[config.mk]
export PLATFORM = sky130hd
export DESIGN_NAME = overwrite_byte_ring_buffer_top
export DESIGN_NICKNAME = d
export VERILOG_FILES = /design/src/hdl/obrb_pkg.sv /design/src/hdl/obrb_ram.sv /design/src/hdl/overwrite_byte_ring_buffer_top.sv
export SDC_FILE = /design/constraint.sdc
export NUM_CORES = 1
export LEC_CHECK = 0
export ABC_AREA = 0
export BUFFER_PORTS_ARGS = -buffer_cell sky130_fd_sc_hd__buf_2
export CORE_MARGIN = 2
export CORE_UTILIZATION = 40
export DETAILED_ROUTE_END_ITERATION = 12
export SYNTH_ARGS = -nofsm -noshare
export SYNTH_HDL_FRONTEND = slang
export SYNTH_HIERARCHICAL = 1
export SYNTH_SLANG_ARGS = --single-unit
[constraint.sdc]
create_clock -name clk -period 6.02 [get_ports clk]
set_input_delay 0.301 -clock clk [delete_from_list [all_inputs] [get_ports clk]]
set_output_delay 0.301 -clock clk [all_outputs]
set_load 0.02 [all_outputs]
[src/hdl/obrb_pkg.sv]
`default_nettype none
// ---------------------------------------------------------------------------
// obrb_pkg
// Shared types and constants of the overwrite byte ring buffer.
// ---------------------------------------------------------------------------
package obrb_pkg;

	localparam int BYTE_W = 8;
	localparam int CNT_W  = 7;
	localparam int MODE_W = 2;

	// Operation code carried with each input item
	typedef enum logic [MODE_W-1:0] {
		MODE_WRITE    = 2'd0,
		MODE_READ_ALL = 2'd1,
		MODE_CLEAR    = 2'd2
	} mode_t;

	// Control sequencer states
	typedef enum logic {
		ST_IDLE  = 1'b0,
		ST_DRAIN = 1'b1
	} state_t;

endpackage
`default_nettype wire

[src/hdl/obrb_ram.sv]
`default_nettype none
// ---------------------------------------------------------------------------
// obrb_ram
// Generic single-write, single-read RAM with a registered read port.
// ---------------------------------------------------------------------------
module obrb_ram #(
	parameter int WIDTH = 8,
	parameter int DEPTH = 64
) (
	input  wire logic                     clk,
	input  wire logic                     we,
	input  wire logic [$clog2(DEPTH)-1:0] waddr,
	input  wire logic [WIDTH-1:0]         wdata,
	input  wire logic                     re,
	input  wire logic [$clog2(DEPTH)-1:0] raddr,
	output      logic [WIDTH-1:0]         rdata
);

	logic [WIDTH-1:0] mem_q [DEPTH];

	// Write port
	always_ff @(posedge clk) begin
		if (we) begin
			mem_q[waddr] <= wdata;
		end
	end

	// Registered read; data holds while re is low
	always_ff @(posedge clk) begin
		if (re) begin
			rdata <= mem_q[raddr];
		end
	end

endmodule
`default_nettype wire

[src/hdl/overwrite_byte_ring_buffer_top.sv]
`default_nettype none
// ---------------------------------------------------------------------------
// overwrite_byte_ring_buffer_top
// Byte ring buffer that keeps the newest bytes, with read-all and clear.
// ---------------------------------------------------------------------------
// Writes, clears and read-all on an empty ring run back to back as long
// as the result side keeps up. A read-all of stored bytes holds the input
// until its last byte enters the output register: one byte leaves per cycle
// while the result side keeps up, paced by the single read port of the byte
// RAM and its registered read. Writing to a full ring drops the oldest byte.
// Writing the capacity register empties the ring. The RAM needs no clearing after reset.
// ---------------------------------------------------------------------------
module overwrite_byte_ring_buffer_top #(
	parameter int DEPTH = 64
) (
	input  wire logic        clk,
	input  wire logic        arst_n,
	// configuration: capacity
	input  wire logic        cfg_valid,
	output      logic        cfg_ready,
	input  wire logic [6:0]  cfg_data,
	// input items
	input  wire logic        s_tvalid,
	output      logic        s_tready,
	input  wire logic [7:0]  s_tdata,   // [7:0] in_byte
	input  wire logic [1:0]  s_tuser,   // [1:0] mode
	input  wire logic        s_tlast,   // burst_end
	// result items
	output      logic        m_tvalid,
	input  wire logic        m_tready,
	output      logic [15:0] m_tdata,   // [7:0] out_byte, [14:8] stored_count, [15] empty_res
	output      logic        m_tuser,   // status
	output      logic        m_tlast    // last
);

	localparam int PW = $clog2(DEPTH);
	localparam int CW = obrb_pkg::CNT_W;
	localparam logic [CW-1:0] CAP_MAX = CW'(DEPTH);

	obrb_pkg::state_t state_q, state_d;

	logic [CW-1:0] cap_q;
	logic [CW-1:0] cap_eff;
	logic [PW-1:0] wp_q, rp_q;
	logic [PW-1:0] wp_next, rp_next;
	logic [CW-1:0] count_q;
	logic [CW-1:0] count_wr;
	logic          empty_q;
	logic [CW-1:0] remain_q;
	logic          rd_v_s1, rd_last_s1;
	logic [7:0]    rd_data;
	logic          out_free;
	logic          issue;
	logic          s_acc, cfg_acc;
	logic          wr_en;
	logic          full;
	obrb_pkg::mode_t mode;

	assign cfg_ready = 1'b1;
	assign cfg_acc   = cfg_valid & cfg_ready;
	assign s_acc     = s_tvalid & s_tready;
	assign mode      = obrb_pkg::mode_t'(s_tuser);
	assign out_free  = !m_tvalid || m_tready;

	// Capacity clamped into 1..DEPTH
	always_comb begin
		if (cap_q == '0) begin
			cap_eff = CW'(1);
		end else if (cap_q > CAP_MAX) begin
			cap_eff = CAP_MAX;
		end else begin
			cap_eff = cap_q;
		end
	end

	// Pointer increments with wrap at capacity
	always_comb begin
		logic [CW-1:0] wi, ri;
		wi = CW'(wp_q) + CW'(1);
		ri = CW'(rp_q) + CW'(1);
		wp_next = (wi >= cap_eff) ? '0 : wi[PW-1:0];
		rp_next = (ri >= cap_eff) ? '0 : ri[PW-1:0];
	end

	assign full     = (count_q == cap_eff);
	assign count_wr = full ? cap_eff : count_q + CW'(1);
	assign wr_en    = s_acc && (mode == obrb_pkg::MODE_WRITE);

	// Sequencer: next state, input ready, RAM read issue
	always_comb begin
		state_d  = state_q;
		s_tready = 1'b0;
		issue    = 1'b0;
		unique case (state_q)
			obrb_pkg::ST_IDLE: begin
				s_tready = out_free;
				if (s_acc && mode == obrb_pkg::MODE_READ_ALL && count_q != '0) begin
					state_d = obrb_pkg::ST_DRAIN;
				end
			end
			obrb_pkg::ST_DRAIN: begin
				issue = (remain_q != '0) && (!rd_v_s1 || out_free);
				if (rd_v_s1 && out_free && rd_last_s1) begin
					state_d = obrb_pkg::ST_IDLE;
				end
			end
			default: state_d = obrb_pkg::ST_IDLE;
		endcase
	end

	always_ff @(posedge clk or negedge arst_n) begin
		if (!arst_n) begin
			state_q <= obrb_pkg::ST_IDLE;
		end else begin
			state_q <= state_d;
		end
	end

	// Ring control state
	always_ff @(posedge clk or negedge arst_n) begin
		if (!arst_n) begin
			cap_q    <= CW'(64);
			wp_q     <= '0;
			rp_q     <= '0;
			count_q  <= '0;
			empty_q  <= 1'b1;
			remain_q <= '0;
		end else if (cfg_acc) begin
			cap_q   <= cfg_data;
			wp_q    <= '0;
			rp_q    <= '0;
			count_q <= '0;
			empty_q <= 1'b1;
		end else begin
			if (s_acc) begin
				case (mode)
					obrb_pkg::MODE_WRITE: begin
						wp_q    <= wp_next;
						count_q <= count_wr;
						empty_q <= 1'b0;
						if (full) begin
							rp_q <= rp_next;
						end
					end
					obrb_pkg::MODE_READ_ALL: begin
						remain_q <= count_q;
						count_q  <= '0;
						empty_q  <= 1'b1;
					end
					obrb_pkg::MODE_CLEAR: begin
						wp_q    <= '0;
						rp_q    <= '0;
						count_q <= '0;
						empty_q <= 1'b1;
					end
					default: ;
				endcase
			end
			if (issue) begin
				rp_q     <= rp_next;
				remain_q <= remain_q - CW'(1);
			end
		end
	end

	// Read pipeline valid; data held in the RAM output while stalled
	always_ff @(posedge clk or negedge arst_n) begin
		if (!arst_n) begin
			rd_v_s1    <= 1'b0;
			rd_last_s1 <= 1'b0;
		end else if (issue) begin
			rd_v_s1    <= 1'b1;
			rd_last_s1 <= (remain_q == CW'(1));
		end else if (out_free) begin
			rd_v_s1 <= 1'b0;
		end
	end

	obrb_ram #(
		.WIDTH(obrb_pkg::BYTE_W),
		.DEPTH(DEPTH)
	) u_ram (
		.clk  (clk),
		.we   (wr_en),
		.waddr(wp_q),
		.wdata(s_tdata),
		.re   (issue),
		.raddr(rp_q),
		.rdata(rd_data)
	);

	// Output register valid; a non-empty read-all answers through the drain
	always_ff @(posedge clk or negedge arst_n) begin
		if (!arst_n) begin
			m_tvalid <= 1'b0;
		end else if (rd_v_s1 && out_free) begin
			m_tvalid <= 1'b1;
		end else if (s_acc && ((mode == obrb_pkg::MODE_READ_ALL && count_q == '0) ||
				mode == obrb_pkg::MODE_CLEAR ||
				(mode == obrb_pkg::MODE_WRITE && s_tlast))) begin
			m_tvalid <= 1'b1;
		end else if (m_tready) begin
			m_tvalid <= 1'b0;
		end
	end

	// Output register payload
	always_ff @(posedge clk) begin
		if (rd_v_s1 && out_free) begin
			m_tdata <= {1'b1, CW'(0), rd_data};
			m_tuser <= 1'b0;
			m_tlast <= rd_last_s1;
		end else if (s_acc) begin
			m_tlast <= 1'b1;
			case (mode)
				obrb_pkg::MODE_WRITE: begin
					m_tdata <= {1'b0, count_wr, 8'd0};
					m_tuser <= 1'b0;
				end
				obrb_pkg::MODE_READ_ALL: begin
					m_tdata <= {1'b1, CW'(0), 8'd0};
					m_tuser <= 1'b1;
				end
				default: begin
					m_tdata <= {1'b1, CW'(0), 8'd0};
					m_tuser <= 1'b0;
				end
			endcase
		end
	end

	// Checks
	a_count_le_cap: assert property (@(posedge clk) disable iff (!arst_n)
		count_q <= cap_eff)
		else $error("stored count above capacity");

	a_no_accept_drain: assert property (@(posedge clk) disable iff (!arst_n)
		state_q == obrb_pkg::ST_DRAIN |-> !s_tready)
		else $error("input accepted during drain");

	a_rd_hold: assert property (@(posedge clk) disable iff (!arst_n)
		rd_v_s1 && !out_free |=> rd_v_s1 && $stable(rd_data))
		else $error("read data lost under stall");

	a_write_not_empty: assert property (@(posedge clk) disable iff (!arst_n)
		wr_en && !cfg_acc |=> !empty_q && count_q != '0)
		else $error("ring empty after write");

	a_issue_remaining: assert property (@(posedge clk) disable iff (!arst_n)
		issue |-> remain_q != '0 && state_q == obrb_pkg::ST_DRAIN)
		else $error("read issued with nothing left");

endmodule
`default_nettype wire
==> results.py, run 1 <==
metrics = {
    "floorplanning": {
        "ioPinCount": 44,
        "start_util": 0.403,
        "coreArea_um2": 58700,
        "rows": 89,
        "die_y_um": 247,
        "die_w_um": 247,
        "die_area_um2": 61100,
    },
    "clocking": {
        "path_clk_slew_ps": 60,
        "cts_tree": "built",
        "cts_root_buf": "clkbuf_16",
        "cts_resized": 0,
        "ctsLongestPathBuffers": 3,
        "clock_latency_ps": 640,
        "htreeDepth": 2,
        "clock_sink_count": 575,
        "numCtsBuffers": 58,
    },
    "placed_design": {
        "dp.cells": 2068,
        "hpwlAfterDp_mm": 33.6,
        "port_buffers": 42,
        "gp_congestion": 0.846,
        "dpl_cell_area_um2": 24600,
    },
    "timing": {
        "rsz0062_at_grt": "no",
        "clock_skew_ps": 38.4,
        "hold_violations": 0,
        "tightestPinTransition_ps": 1220,
        "min_period_ps": 3480,
        "drv_slew": 0,
        "period_share": 0.578,
        "finalSetupViolations": 0,
        "max_slew_margin": 0.185,
        "finalSetupTns_ps": 0,
        "fmax_mhz": 288,
    },
    "finish": {
        "fin_cells": 2184,
        "final_util": 0.454,
        "fill_cells": 4942,
        "area_growth_pct": 12.6,
        "drive_gt1_frac": 0.220,
        "final_cell_area_um2": 26600,
        "final_nets": 1411,
        "n_antenna_cell": 0,
    },
    "global_routing": {
        "met2_usage": 0.280,
        "grt_pass1_vias": 12300,
        "grt_overflow": 0,
        "antenna_found_initial": 0,
        "grt.met3_usage": 0.0430,
        "met1_usage": 0.253,
        "grt_max_degree": 65,
        "track_usage": 0.180,
        "grt_pass1_wl_mm": 80.7,
        "grt-busiest-layer": "met2",
    },
    "hold_path": {
        "worstHoldStart": "m_tready",
        "hold_path_depth": 3,
        "hp-class": "in2reg",
        "worstHoldEndpoint": "rd_v_s1",
    },
    "worst_setup_path": {
        "ff2ff_path_depth": 11,
        "crit_path_frequent_cell": "nor2_1",
        "startpoint_type": "flip-flop",
        "cp_data_required_time_ps": 6550,
        "r2r_setup_slack_ps": 2540,
        "r2r_start": "rp_q[1]",
        "cp_max_fo": 44,
        "path_class": "reg2reg",
        "slowest_delay_ps": 890,
        "path_cells": "buf_4 > nand4_1 > nor2_1 > xnor2_1 > ha_1 > nand2_1 > nor2_1 > a2111oi_0 > o211ai_1 > nand2b_1 > o2bb2ai_1",
        "crit_slowest_cell": "dfrtp_4",
        "crit_arrival_ps": 4010,
        "rr_endpoint": "rp_q[2]",
        "end_kind": "flip-flop",
    },
    "synth": {
        "synth_top_area_frac": 0.672,
        "synth_area_per_cell_um2": 18.1,
        "synth_area_leaders": "edfxtp_1 (67%), mux4_2 (12%), dfrtp_1 (3.8%)",
        "synth-edff-count": 529,
        "ys_seq_area_frac": 0.719,
        "yosysTopAreaCell": "edfxtp_1",
        "syn_area_um2": 23600,
        "ys_types": 69,
        "synth_fp_nets": 1350,
        "synth_ff_type": "edfxtp_1",
        "synth-warning-count": 6,
        "ys_seq_elements": 575,
        "netlist_instances": 1304,
        "synthArstFlopShare": 0.0643,
    },
    "drt": {
        "drc": 0,
        "drt-pass1-iter-count": 5,
        "post_drt_wl_per_cell_um": 24.9,
        "postRouteAntennaNets": 0,
        "drt_wl_total_mm": 54.3,
        "drt_iter0_markers": 1142,
        "via_count": 12400,
        "vias_per_cell": 5.69,
    },
    "pwr": {
        "power_leakage_uw": 0.00844,
        "total_power_uw": 9810,
        "powerDensity_nw_per_um2": 368,
        "vdd_drop_max_mv": 0.233,
    },
    "job": {
        "max_cap_violations": 0,
    },
    "run_status": {
        "outcome": "finished, final reports clean",
    },
}
==> stage by stage <==
stage                     setup slack (ps)  hold WS [ps]
after global placement                2590           454
after global routing                  2310           132
final                                 2540           123
after floorplan                       3600          5.41
after CTS                             2490          85.1
after detailed placement              2510           458
==> placed cells by master, fill, tap and decap left out, drive strengths merged, types with 21 or more instances in the layout <==
cell,n
inv,27
nor2,103
nand3,25
clkbuf,68
mux2i,31
mux4,126
o21ai,31
dfrtp,36
mux2,21
clkinv,29
edfxtp,529
buf,55
ha,23
nand2,58
nor2b,21
==> final cells by class <==
cell class	count	area, µm²	share of cell area
Sequential cell	575	17000	0.639
Tap cell	773	967	0.0363
Clock inverter	38	384	0.0144
Inverter	27	101	0.00381
Timing Repair Buffer	65	433	0.0163
Clock buffer	68	1560	0.0586
Multi-Input combinational cell	638	6180	0.232
==> worst max-delay path: cells and delay by family (launching register included) <==
kind	cells	cell delay [ps]
XOR/XNOR	1	170
buffers and inverters	1	560
AND/OR/NAND/NOR	5	670
AO/OA/AOI/OAI	3	810
flip-flops	1	890
adder cells (fa/ha/maj)	1	280
==> synthesized netlist by cell type (11+ instances only) <==
| cell type | count |
|---|---|
| dfrtp_1 | 36 |
| xnor2_1 | 11 |
| mux2i_1 | 31 |
| nor2_1 | 103 |
| ha_1 | 23 |
| nand2_1 | 58 |
| nor2b_1 | 21 |
| nand2b_1 | 18 |
| edfxtp_1 | 529 |
| o21ai_0 | 26 |
| buf_2 | 13 |
| mux4_2 | 126 |
| nand3_1 | 24 |
| nor3_1 | 13 |
| inv_1 | 27 |
| clkbuf_1 | 23 |
| buf_4 | 15 |
| o22ai_1 | 12 |
| a21oi_1 | 17 |
| mux2_2 | 20 |
==> metal layers <==
layer / share of wire / wire (µm)
met1: 0.43 / 23500
met2: 0.47 / 25600
met3: 0.073 / 3950
met4: 0.022 / 1200
met5: 0.0012 / 65
==> timing repair <==
item,CTS,global route
hold endpoints to repair,45,0
setup buffers,0,0
hold buffers,10,0
==> flip-flops by register name, summed over array words and instances (netlist names), 6 cells and up <==
signal / count
u_ram/mem_q: 512
m_tdata: 16
u_ram/rdata: 8
cap_q: 7
count_q: 7
remain_q: 7
rp_q: 6
wp_q: 6
==> power breakdown <==
group	switching (µW)	internal (µW)	total [µW]
Clock	1500	2110	3610
Combinational	820	713	1530
Sequential	181	4480	4660
Total	2500	7300	9810
==> cells by family (layout without fill, tap and decap cells) <==
family          Yosys count  after routing  share of synthesized area
xor+xnor                 14             14                    0.00519
other cells               1              1                   0.000159
buf+inv                  91            198                     0.0205
compound gates          142            142                     0.0433
flops                   575            575                      0.719
simple gates            280            280                     0.0567
fa+ha+maj                23             23                     0.0122
mux                     178            178                      0.143
==> how the worst max path moves through the flow <==
stage | slack [ps] | end | startpoint
after floorplan | 3600 | wp_q[0] | cap_q[1]
after global placement | 2590 | rp_q[2] | rp_q[1]
after detailed placement | 2510 | rp_q[2] | rp_q[1]
after CTS | 2490 | rp_q[2] | rp_q[1]
after global routing | 2310 | rp_q[2] | rp_q[1]
final | 2540 | rp_q[2] | rp_q[1]
No activity file was read; power rests on OpenSTA's default activity.
==> run 2, diff against run 1 <==
==> constraint.sdc (replaced) <==
create_clock -name clk -period 3.3 [get_ports clk]
set_input_delay 0.165 -clock clk [delete_from_list [all_inputs] [get_ports clk]]
set_output_delay 0.165 -clock clk [all_outputs]
set_load 0.02 [all_outputs]
==> results.py, run 2 (synthesized netlist as in run 1, its figures left out) <==
metrics = {
    "worst_setup_path": {
        "ff2ff_path_depth": 8,
        "cp_max_fo": 11,
        "startpoint_type": "flip-flop",
        "crit_cells": 8,
        "path_class": "reg2reg",
        "path_cells": "nand2b_1 > and3_1 > nand2_1 > inv_1 > nor2b_1 > nand3_1 > nor2_1 > buf_4",
        "cp_num_buf_inv": 2,
        "cp_data_required_time_ps": 3610,
        "worstSetupStartpoint": "m_tvalid",
        "crit_arrival_ps": 3350,
        "slowest_delay_ps": 590,
        "rr_endpoint": "u_ram/mem_q[6][2]",
        "end_kind": "flip-flop",
        "critPathTopFamily": "simple AND/OR/NAND/NOR gates",
        "crit_end": "u_ram/mem_q[6][2]",
        "crit_slowest_cell": "nand3_1",
        "r2r_setup_slack_ps": 260,
        "r2r_start": "m_tvalid",
    },
    "global_routing": {
        "track_usage": 0.186,
        "grt_pass1_wl_mm": 83.0,
        "grt_pass1_vias": 12700,
        "antenna_found_initial": 1,
        "grt_overflow": 0,
        "grt_max_degree": 65,
    },
    "pwr": {
        "vdd_drop_max_mv": 0.620,
        "p_seq_frac": 0.471,
        "power.switching_uw": 4620,
        "sw_frac_of_total": 0.258,
        "combinationalPowerShare": 0.172,
        "powerDensity_nw_per_um2": 655,
        "p_int_uw": 13200,
        "power_frac_clock": 0.357,
        "power_leakage_uw": 0.00888,
    },
    "timing": {
        "max_slew_margin": 0.201,
        "finalSetupViolations": 0,
        "drv_slew": 0,
        "period_share": 0.920,
        "fmax_mhz": 329,
        "rsz0062_at_grt": "no",
        "clock_skew_ps": 24.3,
        "hold_violations": 0,
        "tightestPinTransition_ps": 1200,
        "min_period_ps": 3040,
        "finalSetupTns_ps": 0,
    },
    "floorplanning": {
        "die_w_um": 247,
        "start_util": 0.403,
        "die_area_um2": 61100,
        "die_y_um": 247,
        "coreArea_um2": 58700,
        "ioPinCount": 44,
        "rows": 89,
    },
    "clocking": {
        "post_cts_buffers": 0,
        "ctsLongestPathBuffers": 3,
        "cts_root_buf": "clkbuf_16",
        "cts_tree": "built",
        "htreeDepth": 2,
        "path_clk_slew_ps": 60,
        "clock_sink_count": 575,
        "numCtsBuffers": 58,
        "clock_latency_ps": 630,
    },
    "job": {
        "max_cap_violations": 0,
    },
    "placed_design": {
        "gp_congestion": 0.854,
        "hpwlAfterDp_mm": 36.5,
        "port_buffers": 42,
    },
    "finish": {
        "area_growth_pct": 15.3,
        "final_util": 0.465,
        "n_antenna_cell": 0,
        "largest_register_ffs": 512,
        "layout_common_cells": "edfxtp_1 (529), mux4_2 (126), nor2_1 (103)",
        "drive_gt1_frac": 0.259,
        "final_nets": 1505,
        "regMostFlops": "u_ram/mem_q",
        "reg_top3": "u_ram/mem_q x512, m_tdata x16, u_ram/rdata x8",
        "mostFrequentLayoutCell": "edfxtp_1",
    },
    "drt": {
        "vias_per_cell": 5.60,
        "post_drt_wl_per_cell_um": 24.6,
        "postRouteAntennaNets": 0,
        "drc": 0,
        "drt_iter0_markers": 1262,
        "drt-pass1-iter-count": 5,
        "drt_wl_total_mm": 56.0,
        "via_count": 12700,
    },
    "hold_path": {
        "hold_path_depth": 2,
        "hp-class": "in2reg",
    },
    "run_status": {
        "outcome": "finished, final reports clean",
    },
}
## run 2: how the worst min path moves through the flow
stage                     startpoint           to  slack, ps
after floorplan               arst_n     cap_q[0]       -130
after global placement        arst_n     cap_q[4]        330
after detailed placement      arst_n     cap_q[4]        330
after CTS                  cfg_valid  remain_q[6]         20
after global routing       cfg_valid  remain_q[6]         50
final                      cfg_valid  remain_q[6]         60
## run 2: metrics by stage
step	total power [µW]	area [µm²]	hold WS (ps)	std cells	setup WS [ps]
floorplan	10700	23600	-131	1304	880
CTS	18100	27300	23.6	2276	328
finish	17900	27300	60.1	2276	264
detailed placement	11700	25300	330	2156	343
global placement	11600	25300	327	2156	284
global route	18500	27300	51.3	2276	43.2
## run 2: final cells by class
| class | instances | area [µm²] |
|---|---|---|
| clock buffer | 68 | 1510 |
| clock inverter | 36 | 322 |
| fill | 4914 | 31400 |
| inverter | 27 | 101 |
| multi-input combinational | 638 | 6170 |
| sequential | 575 | 17000 |
| tap | 773 | 967 |
| timing repair buffer | 159 | 1190 |
## run 2: power by group through the flow
| stage | logic [µW] | registers (µW) | clock network (µW) |
|---|---|---|---|
| after floorplan | 2190 | 8500 | 0 |
| after global placement | 3060 | 8560 | 0 |
| after detailed placement | 3090 | 8570 | 0 |
| after CTS | 3120 | 8410 | 6520 |
| after global routing | 3310 | 8440 | 6790 |
| final | 3070 | 8420 | 6370 |
## run 2: metal layers
metal / wire, µm / global-route usage / share of wire / vias to the layer above
met5: 0 / 0 / 0 / -
met4: 1240 / 0.0484 / 0.022 / 0
met3: 3740 / 0.0342 / 0.067 / 89
met2: 26100 / 0.290 / 0.47 / 433
met1: 24800 / 0.269 / 0.44 / 6665
li1: - / - / - / 5555
## run 2: what timing repair did
item,in CTS,in global routing
endpoints found under the setup margin,0,0
endpoints found under the hold margin,57,0
gates resized for setup,0,0
hold buffers,16,0
==> run 3, diff against run 2 <==
--- a/config.mk
+++ b/config.mk
@@ -6,7 +6,7 @@
 export NUM_CORES = 1
 export LEC_CHECK = 0
 export ABC_AREA = 0
-export BUFFER_PORTS_ARGS = -buffer_cell sky130_fd_sc_hd__buf_2
+export BUFFER_PORTS_ARGS = -buffer_cell sky130_fd_sc_hd__buf_4
 export CORE_MARGIN = 2
 export CORE_UTILIZATION = 40
 export DETAILED_ROUTE_END_ITERATION = 12
==> constraint.sdc (replaced) <==
create_clock -name clk -period 3.3 [get_ports clk]
set_input_delay 0.66 -clock clk [delete_from_list [all_inputs] [get_ports clk]]
set_output_delay 0.66 -clock clk [all_outputs]
set_load 0.02 [all_outputs]
==> results.py, run 3 (synthesized netlist as in run 1, its figures left out) <==
metrics = {
    "drt": {
        "drt_wl_total_mm": 54.4,
        "drt_iter0_markers": 1193,
        "wl_met1_mm": 24.0,
        "post_drt_wl_per_cell_um": 23.9,
        "wl_met2_mm": 25.2,
        "top_layer": "met5",
        "postRouteAntennaNets": 0,
        "vias_per_cell": 5.55,
        "drc": 0,
        "via_count": 12600,
        "drt-pass1-iter-count": 5,
        "wl_met3_mm": 3.97,
    },
    "finish": {
        "fin_cells": 2278,
        "multi_input_area_um2": 6170,
        "final_cell_area_um2": 27300,
        "seqCellArea_um2": 17000,
        "regMostFlops": "u_ram/mem_q",
        "fill_cells": 4888,
        "layout_common_cells": "edfxtp_1 (529), buf_4 (154), mux4_2 (126)",
        "mostFrequentLayoutCell": "edfxtp_1",
        "reg_top3": "u_ram/mem_q x512, m_tdata x16, u_ram/rdata x8",
        "area_growth_pct": 15.5,
        "drive_gt1_frac": 0.264,
        "largest_register_ffs": 512,
        "final_util": 0.465,
        "final_nets": 1506,
    },
    "floorplanning": {
        "die_area_um2": 61100,
        "ioPinCount": 44,
        "coreArea_um2": 58700,
        "die_y_um": 247,
        "start_util": 0.403,
        "rows": 89,
        "die_w_um": 247,
    },
    "global_routing": {
        "grt_max_degree": 65,
        "track_usage": 0.180,
        "grt_overflow": 0,
        "grt_pass1_vias": 12600,
        "antenna_found_initial": 3,
        "grt_pass1_wl_mm": 80.7,
    },
    "worst_setup_path": {
        "cp_num_buf_inv": 0,
        "critPathTopFamily": "compound AO/OA/AOI/OAI gates",
        "cp_max_fo": 5,
        "crit_slowest_cell": "a211oi_1",
        "slowest_delay_ps": 520,
        "path_class": "reg2reg",
        "crit_arrival_ps": 3420,
        "startpoint_type": "flip-flop",
        "path_cells": "nor3_1 > a21oi_1 > nor2_1 > ha_1 > nand2b_1 > a21o_1 > a21o_1 > a211oi_1 > o21ai_0 > o21ai_0",
        "end_kind": "flip-flop",
        "cp_data_required_time_ps": 3830,
    },
    "clocking": {
        "numCtsBuffers": 57,
        "path_clk_slew_ps": 60,
        "cts_resized": 0,
        "cts_root_buf": "clkbuf_16",
        "post_cts_buffers": 0,
        "ctsLongestPathBuffers": 3,
        "cts_tree": "built",
        "htreeDepth": 2,
        "clock_sink_count": 575,
        "clock_latency_ps": 620,
        "ctsHoldBuffers": 0,
    },
    "placed_design": {
        "gp_congestion": 0.845,
        "hpwlAfterDp_mm": 35.0,
        "dpl_cell_area_um2": 25500,
        "dp.cells": 2174,
        "port_buffers": 42,
    },
    "timing": {
        "max_slew_margin": 0.496,
        "finalSetupTns_ps": 0,
        "rsz0062_at_grt": "no",
        "finalSetupViolations": 0,
        "hold_violations": 0,
        "min_period_ps": 2890,
        "tightestPinTransition_ps": 756,
        "fmax_mhz": 346,
        "clock_skew_ps": 23.7,
        "period_share": 0.876,
        "drv_slew": 0,
        "fin_hold_ws_ps": 12.6,
    },
    "run_status": {
        "outcome": "finished, final reports clean",
    },
    "pwr": {
        "p_int_uw": 13200,
        "combinationalPowerShare": 0.175,
        "power_leakage_uw": 0.00891,
        "power.switching_uw": 4540,
        "vdd_drop_max_mv": 0.433,
        "sw_frac_of_total": 0.256,
        "powerDensity_nw_per_um2": 650,
        "p_seq_frac": 0.474,
        "power_frac_clock": 0.351,
    },
    "job": {
        "max_cap_violations": 0,
    },
    "hold_path": {
        "hp-class": "in2async",
    },
}
## run 3: cell count changes in the layout (fill, tap and decap cells not counted), moves of 3 or more
cell,before,now
buf_4,96,154
buf_2,42,0
dlygate4sd3_1,16,0
clkbuf_1,9,17
clkinv_2,11,4
clkinvlp_4,4,1
## run 3: power by group through the flow
stage / registers (µW) / clock network [µW] / logic [µW]
after floorplan: 8500 / 0 / 2190
after global placement: 8550 / 0 / 3110
after detailed placement: 8560 / 0 / 3150
after CTS: 8410 / 6380 / 3150
after global routing: 8430 / 6650 / 3350
final: 8410 / 6220 / 3110
## run 3: layout make-up
cell class,instances,share of cell area
sequential,575,0.623
multi-input combinational,638,0.226
clock buffer,74,0.0546
timing repair buffer,161,0.0475
tap,773,0.0354
clock inverter,29,0.0103
inverter,27,0.00371
antenna,1,0.0000916
## run 3: worst paths after layout
path                       cells after the start         end        start  slack, ps
min                                            1    cap_q[4]       arst_n         10
min in group clk                               2    cap_q[4]  cfg_data[4]        280
max reg2reg                                   10     wp_q[1]     cap_q[1]        410
min reg2reg                                    2  m_tdata[9]   m_tdata[9]        470
max in group asynchronous                      1     rp_q[0]       arst_n       2890
max                                           10     wp_q[1]     cap_q[1]        410
## run 3: stage by stage
step	setup WS [ps]	total power (µW)
2_1_floorplan	734	10700
3_5_place_dp	383	11700
3_3_place_gp	418	11700
6_report	409	17700
4_1_cts	375	17900
5_1_grt	85.2	18400
## run 3: per-layer routing
layer	vias to the layer above	GRT usage
li1	5552	-
met1	6529	0.261
met2	457	0.277
met3	97	0.0381
met4	4	0.0448
met5	-	0
